`src/rtl/svbp_pkg.sv`:
```
// ----------------------------------------------------------------------------
// svbp_pkg
// Shared sizes, codes and helpers for the segmented varint bit packer.
// ----------------------------------------------------------------------------
package svbp_pkg;

  localparam int HELD_DEPTH     = 32;
  localparam int SLOT_DEPTH     = 16;
  localparam int MAX_VALUE_BITS = 32;
  localparam int BYTE_BITS      = 8;
  localparam int OUT_CAP        = 32;

  // byte ring is twice the held depth so emitted bytes survive until drained
  localparam int AW         = $clog2(HELD_DEPTH) + 1;
  localparam int PHYS_DEPTH = 2 ** AW;
  // slot ring
  localparam int SW         = $clog2(SLOT_DEPTH);
  localparam int SLOT_RING  = 2 ** SW;
  localparam int SCW        = $clog2(SLOT_DEPTH + 1);
  localparam int EW         = $clog2(OUT_CAP + 1);
  localparam int KW         = (AW > EW) ? AW : EW;
  // divider operand width
  localparam int DIVW       = 7;

  typedef enum logic [1:0] {
    CMD_PACK  = 2'd0,
    CMD_BIT   = 2'd1,
    CMD_FINAL = 2'd2,
    CMD_CLEAR = 2'd3
  } cmd_t;

  localparam logic [1:0] STAT_OK   = 2'd0;
  localparam logic [1:0] STAT_OVF  = 2'd1;
  localparam logic [1:0] STAT_WIDE = 2'd2;

  typedef struct packed {
    logic            start;
    logic [DIVW-1:0] dividend;
    logic [DIVW-1:0] divisor;
  } div_req_t;

  typedef struct packed {
    logic            done;
    logic [DIVW-1:0] quot;
  } div_rsp_t;

  // number of bits needed to hold v
  function automatic logic [5:0] bit_len(input logic [31:0] v);
    logic [5:0] n;
    n = 6'd0;
    for (int i = 0; i < 32; i++) begin
      if (v[i]) n = 6'(i + 1);
    end
    return n;
  endfunction

endpackage

```
`src/rtl/svbp_div.sv`:
```
// ----------------------------------------------------------------------------
// svbp_div
// Restoring divider, one quotient bit per cycle, shared by the segment math.
// ----------------------------------------------------------------------------
module svbp_div (
  input  logic              clk,
  input  logic              rst,
  input  svbp_pkg::div_req_t req,
  output svbp_pkg::div_rsp_t rsp
);
  import svbp_pkg::*;

  logic            busy;
  logic [2:0]      cnt;
  logic [DIVW-1:0] rem;
  logic [DIVW-1:0] quo;
  logic [DIVW-1:0] dsr;
  logic            done;
  logic [DIVW:0]   shifted;

  assign shifted = {rem, quo[DIVW-1]};

  // control
  always_ff @(posedge clk) begin
    if (rst) begin
      busy <= 1'b0;
      cnt  <= 3'd0;
      done <= 1'b0;
    end else begin
      done <= 1'b0;
      if (req.start) begin
        busy <= 1'b1;
        cnt  <= 3'(DIVW);
      end else if (busy) begin
        cnt <= cnt - 3'd1;
        if (cnt == 3'd1) begin
          busy <= 1'b0;
          done <= 1'b1;
        end
      end
    end
  end

  // datapath
  always_ff @(posedge clk) begin
    if (req.start) begin
      rem <= '0;
      quo <= req.dividend;
      dsr <= req.divisor;
    end else if (busy) begin
      if (shifted >= {1'b0, dsr}) begin
        rem <= DIVW'(shifted - {1'b0, dsr});
        quo <= {quo[DIVW-2:0], 1'b1};
      end else begin
        rem <= DIVW'(shifted);
        quo <= {quo[DIVW-2:0], 1'b0};
      end
    end
  end

  assign rsp.done = done;
  assign rsp.quot = quo;

endmodule

```
`src/rtl/segmented_varint_bit_packer.sv`:
```
// ----------------------------------------------------------------------------
// segmented_varint_bit_packer
// Packs integers and single bits into a byte stream with spare bit slots.
// ----------------------------------------------------------------------------
// operation: a pack runs one or two divider passes, then writes header chunks and
//   value bytes, with flushes between; a bit writes its one header chunk; a width
//   reject and a clear go straight to the status word
// throughput: one item at a time; results then drain one word per cycle while
//   out_ready accepts them, from the registered read port of the byte ring, up to 32 words
// reset: ring head and tail, slot head and counts clear at once, no clearing pass is needed
module segmented_varint_bit_packer (
  input  logic        clk,
  input  logic        rst,
  input  logic        in_valid,
  output logic        in_ready,
  input  logic [1:0]  command,
  input  logic [31:0] value,
  input  logic [5:0]  max_width,
  input  logic [5:0]  segment_hint,
  output logic        out_valid,
  input  logic        out_ready,
  output logic [7:0]  out_byte,
  output logic        byte_valid,
  output logic        last,
  output logic [1:0]  status
);
  import svbp_pkg::*;

  typedef enum logic [14:0] {
    ST_IDLE   = 15'b000000000000001,
    ST_PREP   = 15'b000000000000010,
    ST_DIV1   = 15'b000000000000100,
    ST_SEG    = 15'b000000000001000,
    ST_SEG2   = 15'b000000000010000,
    ST_DIV2   = 15'b000000000100000,
    ST_SEGFIN = 15'b000000001000000,
    ST_HDR    = 15'b000000010000000,
    ST_FLUSH  = 15'b000000100000000,
    ST_VAL    = 15'b000001000000000,
    ST_REM    = 15'b000010000000000,
    ST_SWEEP  = 15'b000100000000000,
    ST_COMMIT = 15'b001000000000000,
    ST_FAIL   = 15'b010000000000000,
    ST_EMIT   = 15'b100000000000000
  } state_t;

  state_t state, ret;
  cmd_t   cmd_q;
  logic [31:0] val_q;
  logic [5:0]  w_q, hint_q;

  // byte ring
  logic [7:0] mem [PHYS_DEPTH];
  logic [7:0] rdata;
  logic       we;
  logic [AW-1:0] waddr;
  logic [7:0]    wdata;
  logic [AW-1:0] ptr, ptr_next;

  // working state and rollback copy
  logic [AW-1:0]  head, tail, fidx;
  logic [SW-1:0]  shead;
  logic [SCW-1:0] scount;
  logic [2:0]     fstart;
  logic [7:0]     fdata;
  logic [AW-1:0]  snap_head, snap_tail, snap_fidx;
  logic [SW-1:0]  snap_shead;
  logic [SCW-1:0] snap_scount;
  logic [2:0]     snap_fstart;
  logic [7:0]     snap_fdata;

  // slot ring behind the front slot
  logic [AW-1:0] sq_idx   [SLOT_RING];
  logic [2:0]    sq_start [SLOT_RING];
  logic [7:0]    sq_data  [SLOT_RING];

  logic [EW-1:0] e;
  logic [1:0]    status_q;

  // segment math
  logic [2:0]      hbits;
  logic [5:0]      small_q, bigc, ub;
  logic [DIVW-1:0] segs, fin, hv;
  logic [2:0]      hcnt, nb, bidx, rem3;

  // output register
  logic       oval, obv, olast;
  logic [7:0] obyte;
  logic [1:0] ostat;

  div_req_t dreq;
  div_rsp_t drsp;

  svbp_div u_div (.clk(clk), .rst(rst), .req(dreq), .rsp(drsp));

  // operand decode
  logic [5:0]      ub_raw, h, small_c, bigc_c, ub1;
  logic [2:0]      hb;
  logic            bad;
  logic [DIVW-1:0] big_c;
  always_comb begin
    ub_raw  = bit_len(val_q);
    h       = (hint_q != 6'd0) ? hint_q : 6'((7'(w_q) + 7'd7) >> 3);
    hb      = 3'(bit_len(32'(h - 6'd1)));
    small_c = w_q >> hb;
    bigc_c  = w_q & 6'((7'd1 << hb) - 7'd1);
    big_c   = DIVW'(small_c) + DIVW'(1);
    ub1     = (ub_raw == 6'd0) ? 6'd1 : ub_raw;
    bad     = (w_q == 6'd0) || (w_q > 6'(MAX_VALUE_BITS)) || (ub_raw > w_q);
  end

  // divider requests
  logic            need_div2;
  logic [DIVW-1:0] big_q;
  always_comb begin
    big_q     = DIVW'(small_q) + DIVW'(1);
    need_div2 = (fin < DIVW'(ub)) && (small_q != 6'd0);
    dreq = '0;
    if (state == ST_PREP && !bad) begin
      dreq.start    = 1'b1;
      dreq.dividend = DIVW'(ub1) + big_c - DIVW'(1);
      dreq.divisor  = big_c;
    end else if (state == ST_SEG2 && need_div2) begin
      dreq.start    = 1'b1;
      dreq.dividend = DIVW'(ub) - fin + DIVW'(small_q) - DIVW'(1);
      dreq.divisor  = DIVW'(small_q);
    end
  end

  // fill levels and flush amount
  logic [AW-1:0] held, tgt;
  logic          held_full;
  logic [KW-1:0] room, k;
  always_comb begin
    held      = tail - head;
    held_full = held >= AW'(HELD_DEPTH);
    tgt       = (scount != '0) ? AW'(fidx - head) : held;
    room      = KW'(OUT_CAP) - KW'(e);
    k         = (KW'(tgt) < room) ? KW'(tgt) : room;
  end

  // header chunk into the front slot
  logic [3:0] room4, wb;
  logic [7:0] chunk, fdata_new;
  logic       fill;
  always_comb begin
    room4     = 4'(BYTE_BITS) - {1'b0, fstart};
    wb        = (room4 < {1'b0, hcnt}) ? room4 : {1'b0, hcnt};
    chunk     = (8'(hv) & 8'((9'd1 << wb) - 9'd1)) << fstart;
    fdata_new = fdata | chunk;
    fill      = ({1'b0, fstart} + wb) == 4'(BYTE_BITS);
  end

  // value byte select and slot ring positions
  logic [2:0]    bsel;
  logic [7:0]    vbyte;
  logic [SW-1:0] nxt, pushpos;
  always_comb begin
    bsel    = (state == ST_REM) ? (nb - 3'd1) : bidx;
    vbyte   = 8'(val_q >> {bsel, 3'b000});
    nxt     = shead + SW'(1);
    pushpos = shead + SW'(scount);
  end

  // ring write port
  always_comb begin
    we    = 1'b0;
    waddr = tail;
    wdata = vbyte;
    case (state)
      ST_HDR: begin
        if (hcnt != 3'd0 && scount != '0 && fill) begin
          we    = 1'b1;
          waddr = fidx;
          wdata = fdata_new;
        end
      end
      ST_VAL: begin
        if (bidx != nb && !held_full) we = 1'b1;
      end
      ST_SWEEP: begin
        if (scount != '0) begin
          we    = 1'b1;
          waddr = fidx;
          wdata = fdata;
        end
      end
      default: we = 1'b0;
    endcase
  end

  // read pointer follows the emission
  always_comb begin
    ptr_next = ptr;
    if (state == ST_COMMIT) ptr_next = snap_head;
    else if (state == ST_EMIT && (!oval || out_ready) && e != '0) ptr_next = ptr + AW'(1);
  end

  always_ff @(posedge clk) begin
    if (we) mem[waddr] <= wdata;
    rdata <= mem[ptr_next];
    ptr   <= ptr_next;
  end

  // sequencer
  always_ff @(posedge clk) begin
    if (rst) begin
      state    <= ST_IDLE;
      ret      <= ST_IDLE;
      head     <= '0;
      tail     <= '0;
      shead    <= '0;
      scount   <= '0;
      e        <= '0;
      status_q <= STAT_OK;
      oval     <= 1'b0;
    end else begin
      if (oval && out_ready && state != ST_EMIT) oval <= 1'b0;
      case (state)
        ST_IDLE: begin
          if (in_valid) begin
            cmd_q       <= cmd_t'(command);
            val_q       <= value;
            w_q         <= max_width;
            hint_q      <= segment_hint;
            snap_head   <= head;
            snap_tail   <= tail;
            snap_shead  <= shead;
            snap_scount <= scount;
            snap_fidx   <= fidx;
            snap_fstart <= fstart;
            snap_fdata  <= fdata;
            e           <= '0;
            status_q    <= STAT_OK;
            case (cmd_t'(command))
              CMD_PACK:  state <= ST_PREP;
              CMD_BIT: begin
                hv    <= DIVW'(value[0]);
                hcnt  <= 3'd1;
                state <= ST_HDR;
              end
              CMD_FINAL: state <= ST_SWEEP;
              default: begin
                head   <= '0;
                tail   <= '0;
                shead  <= '0;
                scount <= '0;
                state  <= ST_EMIT;
              end
            endcase
          end
        end
        ST_PREP: begin
          if (bad) begin
            status_q <= STAT_WIDE;
            state    <= ST_EMIT;
          end else begin
            hbits   <= hb;
            small_q <= small_c;
            bigc    <= bigc_c;
            ub      <= ub1;
            state   <= ST_DIV1;
          end
        end
        ST_DIV1: begin
          if (drsp.done) begin
            segs  <= (drsp.quot < DIVW'(bigc)) ? drsp.quot : DIVW'(bigc);
            state <= ST_SEG;
          end
        end
        ST_SEG: begin
          fin   <= DIVW'(segs * big_q);
          state <= ST_SEG2;
        end
        ST_SEG2: state <= need_div2 ? ST_DIV2 : ST_SEGFIN;
        ST_DIV2: begin
          if (drsp.done) begin
            segs  <= segs + drsp.quot;
            fin   <= fin + DIVW'(drsp.quot * small_q);
            state <= ST_SEGFIN;
          end
        end
        ST_SEGFIN: begin
          hv    <= segs - DIVW'(1);
          hcnt  <= hbits;
          nb    <= 3'((fin + DIVW'(7)) >> 3);
          rem3  <= fin[2:0];
          bidx  <= 3'd0;
          state <= ST_HDR;
        end
        // header bits go into spare slots, a fresh byte when none is left
        ST_HDR: begin
          if (hcnt == 3'd0) begin
            state <= (cmd_q == CMD_PACK) ? ST_VAL : ST_COMMIT;
          end else if (scount == '0) begin
            if (held_full) begin
              state <= ST_FAIL;
            end else begin
              fidx   <= tail;
              fstart <= 3'd0;
              fdata  <= 8'd0;
              scount <= SCW'(1);
              tail   <= tail + AW'(1);
            end
          end else begin
            hv   <= hv >> wb;
            hcnt <= hcnt - 3'(wb);
            if (fill) begin
              scount <= scount - SCW'(1);
              shead  <= nxt;
              fidx   <= sq_idx[nxt];
              fstart <= sq_start[nxt];
              fdata  <= sq_data[nxt];
              ret    <= ST_HDR;
              state  <= ST_FLUSH;
            end else begin
              fstart <= 3'(fstart + 3'(wb));
              fdata  <= fdata_new;
            end
          end
        end
        ST_FLUSH: begin
          head  <= head + AW'(k);
          e     <= e + EW'(k);
          state <= ret;
        end
        ST_VAL: begin
          if (bidx == nb) begin
            state <= ST_REM;
          end else if (held_full) begin
            state <= ST_FAIL;
          end else begin
            tail <= tail + AW'(1);
            bidx <= bidx + 3'd1;
          end
        end
        // top bits of the last value byte become a spare slot
        ST_REM: begin
          if (rem3 == 3'd0) begin
            ret   <= ST_COMMIT;
            state <= ST_FLUSH;
          end else if (scount >= SCW'(SLOT_DEPTH)) begin
            state <= ST_FAIL;
          end else begin
            if (scount == '0) begin
              fidx   <= tail - AW'(1);
              fstart <= rem3;
              fdata  <= vbyte;
            end else begin
              sq_idx[pushpos]   <= tail - AW'(1);
              sq_start[pushpos] <= rem3;
              sq_data[pushpos]  <= vbyte;
            end
            scount <= scount + SCW'(1);
            ret    <= ST_COMMIT;
            state  <= ST_FLUSH;
          end
        end
        // finalize: write back every open slot byte, then flush
        ST_SWEEP: begin
          if (scount == '0) begin
            ret   <= ST_COMMIT;
            state <= ST_FLUSH;
          end else begin
            scount <= scount - SCW'(1);
            shead  <= nxt;
            fidx   <= sq_idx[nxt];
            fstart <= sq_start[nxt];
            fdata  <= sq_data[nxt];
          end
        end
        ST_COMMIT: state <= ST_EMIT;
        ST_FAIL: begin
          head     <= snap_head;
          tail     <= snap_tail;
          shead    <= snap_shead;
          scount   <= snap_scount;
          fidx     <= snap_fidx;
          fstart   <= snap_fstart;
          fdata    <= snap_fdata;
          e        <= '0;
          status_q <= STAT_OVF;
          state    <= ST_EMIT;
        end
        // drain emitted words, or one status word when none
        ST_EMIT: begin
          if (!oval || out_ready) begin
            oval <= 1'b1;
            if (e == '0) begin
              obyte <= 8'd0;
              obv   <= 1'b0;
              olast <= 1'b1;
              ostat <= status_q;
              state <= ST_IDLE;
            end else begin
              obyte <= rdata;
              obv   <= 1'b1;
              olast <= (e == EW'(1));
              ostat <= STAT_OK;
              e     <= e - EW'(1);
              if (e == EW'(1)) state <= ST_IDLE;
            end
          end
        end
        default: state <= ST_IDLE;
      endcase
    end
  end

  assign in_ready   = (state == ST_IDLE);
  assign out_valid  = oval;
  assign out_byte   = obyte;
  assign byte_valid = obv;
  assign last       = olast;
  assign status     = ostat;

  // checks
  a_slot_bound: assert property (@(posedge clk) disable iff (rst)
    scount <= SCW'(SLOT_DEPTH)) else $error("slot count beyond depth");
  a_held_bound: assert property (@(posedge clk) disable iff (rst)
    (state == ST_IDLE) |-> (held <= AW'(HELD_DEPTH))) else $error("held bytes beyond depth");
  a_emit_cap: assert property (@(posedge clk) disable iff (rst)
    e <= EW'(OUT_CAP)) else $error("emit count beyond cap");
  a_byte_ok: assert property (@(posedge clk) disable iff (rst)
    (oval && obv) |-> (ostat == STAT_OK)) else $error("byte word with status");
  a_stat_last: assert property (@(posedge clk) disable iff (rst)
    (oval && !obv) |-> olast) else $error("status word not last");

endmodule
```
`config.mk`:
```
export PLATFORM = sky130hd
export DESIGN_NAME = segmented_varint_bit_packer
export DESIGN_NICKNAME = d
export VERILOG_FILES = /design/src/rtl/svbp_pkg.sv /design/src/rtl/svbp_div.sv /design/src/rtl/segmented_varint_bit_packer.sv
export SDC_FILE = /design/constraint.sdc
export NUM_CORES = 2
export LEC_CHECK = 0
export ABC_AREA = 1
export BUFFER_PORTS_ARGS = -buffer_cell sky130_fd_sc_hd__buf_2
export CAP_MARGIN = 0
export CORE_MARGIN = 2
export CORE_UTILIZATION = 45
export CTS_CLUSTER_DIAMETER = 50
export DETAILED_ROUTE_END_ITERATION = 10
export SETUP_SLACK_MARGIN = 0.2
export SKIP_CTS_REPAIR_TIMING = 1
export SYNTH_ARGS = -nofsm -noshare
export SYNTH_HDL_FRONTEND = slang
export SYNTH_SLANG_ARGS = --single-unit
```
`constraint.sdc`:
```
create_clock -name clk -period 10.5 [get_ports clk]
set_clock_uncertainty 0.15 [all_clocks]
set_input_delay 0 -clock clk [delete_from_list [all_inputs] [get_ports clk]]
set_output_delay 0 -clock clk [all_outputs]
set_load 0.02 [all_outputs]
```
==> flow_metrics.tcl <==
set metrics [dict create \
    cts_num_sinks 1039 \
    nFillCells 9352 \
    grt_max_degree 131 \
    dr.pass1.iters 6 \
    post_route_cells_drive_above_1_share_pct 9.21 \
    fin_util_pct 51.6 \
    drc_errors 0 \
    core-area_um2 107000 \
    crit_type "flip-flop to flip-flop" \
    synth_flop_cell "edfxtp_1" \
    hold_ws_ps 26.7 \
    cp_slowest_stage_delay_ps 760 \
    synth_edf_count 965 \
    power_density_nw_per_um2 261 \
    finalHoldViolCount 0 \
    end_kind "flip-flop" \
    dieArea_um2 110000 \
    dpl_cell_area_um2 50400 \
    row_count 120 \
    synth_top_area_share_pct 59.8 \
    drt-total-wl_um 128000 \
    grt_pass1_vias 32084 \
    rsz0062_at_grt "no" \
    crit_slowest_cell "a31oi_1" \
    layout_min_cycle_time_ps 7410 \
    drt_iter0_markers 3345 \
    final_area_um2 55200 \
    p_total_mw 14.4 \
    crit_path_start_kind "flip-flop" \
    syn_nets 4495 \
    postRouteAntennaNets 0 \
    fin_nets 4642 \
    outcome "completed" \
    yosysSeqAreaShare_pct 62.8 \
    ir_worst_vdd_mv 0.274 \
    wire_per_inst_um 21.6 \
    num_antenna_cells 0 \
    netlist_area_um2 48500 \
    cp.required_ps 10690 \
    drv_cap 0 \
    fin_tns_setup_ps 0 \
    cts_tree "done" \
    final_cells 5931 \
    yosysWarnings 0 \
    area_growth_syn_to_layout_pct 13.9 \
    power.leakage_nw 19.8 \
    fmax_ghz 0.135 \
    cts-root-buf "clkbuf_16" \
    via_per_inst 5.68 \
    netlist_instances 4282 \
    via_count 33684 \
    cts_buffer_depth 3 \
    maxSlewHeadroom_pct 11.3 \
    fin_ws_ps 3090 \
    arrival_ps 7600 \
    insertion_delay_ps 730 \
    syn_area_per_cell_um2 11.3 \
    async_flop_share_pct 0 \
    cts_max_level 3 \
    hpwl_um 79800 \
    ys_top_cells_by_area "edfxtp_1 60%, nor2_1 5.7%, o21ai_0 3.5%, ha_1 3.3%, nand2_1 3.2%" \
    multi_input_area_um2 15900 \
    drv_slew 0 \
    synth_top_area_cell "edfxtp_1" \
    die_width_um 332 \
    die_height_um 332 \
    mostFrequentLayoutCell "edfxtp_1" \
    setup_violations 0 \
    numCtsBuffers 117 \
    grt_first_pass_wirelength_um 193000 \
    crit_chain "clkinv_1 -> ha_1 -> xor2_1 -> inv_1 -> ha_1 -> o21ai_1 -> nand2_1 -> o21ai_1 -> ha_1 -> fa_1 -> nor4_2 -> buf_4 -> inv_1 -> o31ai_1 -> nand2_1 -> inv_1 -> o22ai_1 -> a31oi_1 -> nand2_1 -> nor2_1" \
    hold_path_class "input port to flip-flop" \
    place_inst 5618 \
    path_max_fanout 15 \
    clk_pin_slew_worst_paths_ps 60 \
    layout_common_cells "965 x edfxtp_1, 720 x nor2_1, 411 x nand2_1, 357 x inv_1, 334 x o21ai_0" \
    routabilityCongestion 0.872 \
    worst_slew_pin_slew_ps 1330 \
    grt_usage_pct 22.6 \
    period_share_pct 70.6 \
    yosysUniqueCellTypes 65 \
    start_util_pct 45.4 \
    pre_cts_slack_ps 3150 \
    pin_count 64 \
    ys_seq_elements 1039 \
    antenna_found_initial 1 \
    grt-ovfl-total 0 \
    seq_area_um2 30500 \
    port-buffer-count 63 \
]
-- metal layers --
metal | GRT usage [%] | vias up | wire (µm)
li1 | - | 15795 | -
met5 | 0 | - | 12
met4 | 8.10 | 2 | 4280
met3 | 3.49 | 243 | 8470
met1 | 32.3 | 16410 | 57300
met2 | 35.1 | 1234 | 58000
-- final timing paths --
kind	startpoint	endpoint	slack, ps	cells after the start
min reg2reg	status_q[1]$_SDFFE_PP0P_	status_q[1]$_SDFFE_PP0P_	310	2
max reg2reg	fstart[1]$_DFFE_PP_	mem[48][4]$_DFFE_PP_	3090	20
max	fstart[1]$_DFFE_PP_	mem[48][4]$_DFFE_PP_	3090	20
min	command[0]	state[1]$_SDFFE_PP0P_	30	5
-- Yosys cell counts (67+ instances only) --
library cell and instances:
o32ai_1 107, edfxtp_1 965, ha_1 127, nand2_1 411
o21bai_1 67, dfxtp_1 74, o211ai_1 117, clkbuf_1 119
inv_1 357, a21oi_1 112, nor2_1 738, nand3_1 125
o21ai_0 336
-- critical path, delay by kind of cell, from the launching register on --
| kind | cells | cell delay, ps |
|---|---|---|
| compound gates | 5 | 1960 |
| xor+xnor | 1 | 200 |
| fa+ha+maj | 4 | 1320 |
| buf+inv | 5 | 940 |
| flops | 1 | 570 |
| simple gates | 5 | 1850 |
-- report_power, final --
part	internal [mW]	switching, mW	total [mW]
clock	2.34	1.73	4.07
combinational	1.57	3.59	5.16
sequential	4.99	0.164	5.16
total	8.90	5.48	14.4
-- state kept, by name, summed over array words and instances, names as in the netlist, 8 cells and up --
register	count
mem	512
sq_data	128
sq_idx	96
sq_start	48
val_q	32
state	15
fdata	8
out_byte	8
rdata	8
snap_fdata	8
-- kinds of logic after synthesis --
logic type	count (synthesis)	synth area share, %
AND/OR/NAND/NOR	1379	11.6
flip-flops	1039	62.8
AO/OA/AOI/OAI	985	13.5
buffers and inverters	578	4.75
adder cells (fa/ha/maj)	163	4.76
XOR/XNOR	105	1.93
multiplexers	32	0.661
other	1	0.00773
-- layout make-up --
type	instances	area share (%)
repair buffers	222	3.16
multi-input cells	2665	28.8
flip-flops and latches	1039	55.2
clock buffers	143	5.57
clock inverters	75	1.45
inverters	384	2.64
well taps	1403	3.18
No activity file was read; power rests on OpenSTA's default activity.
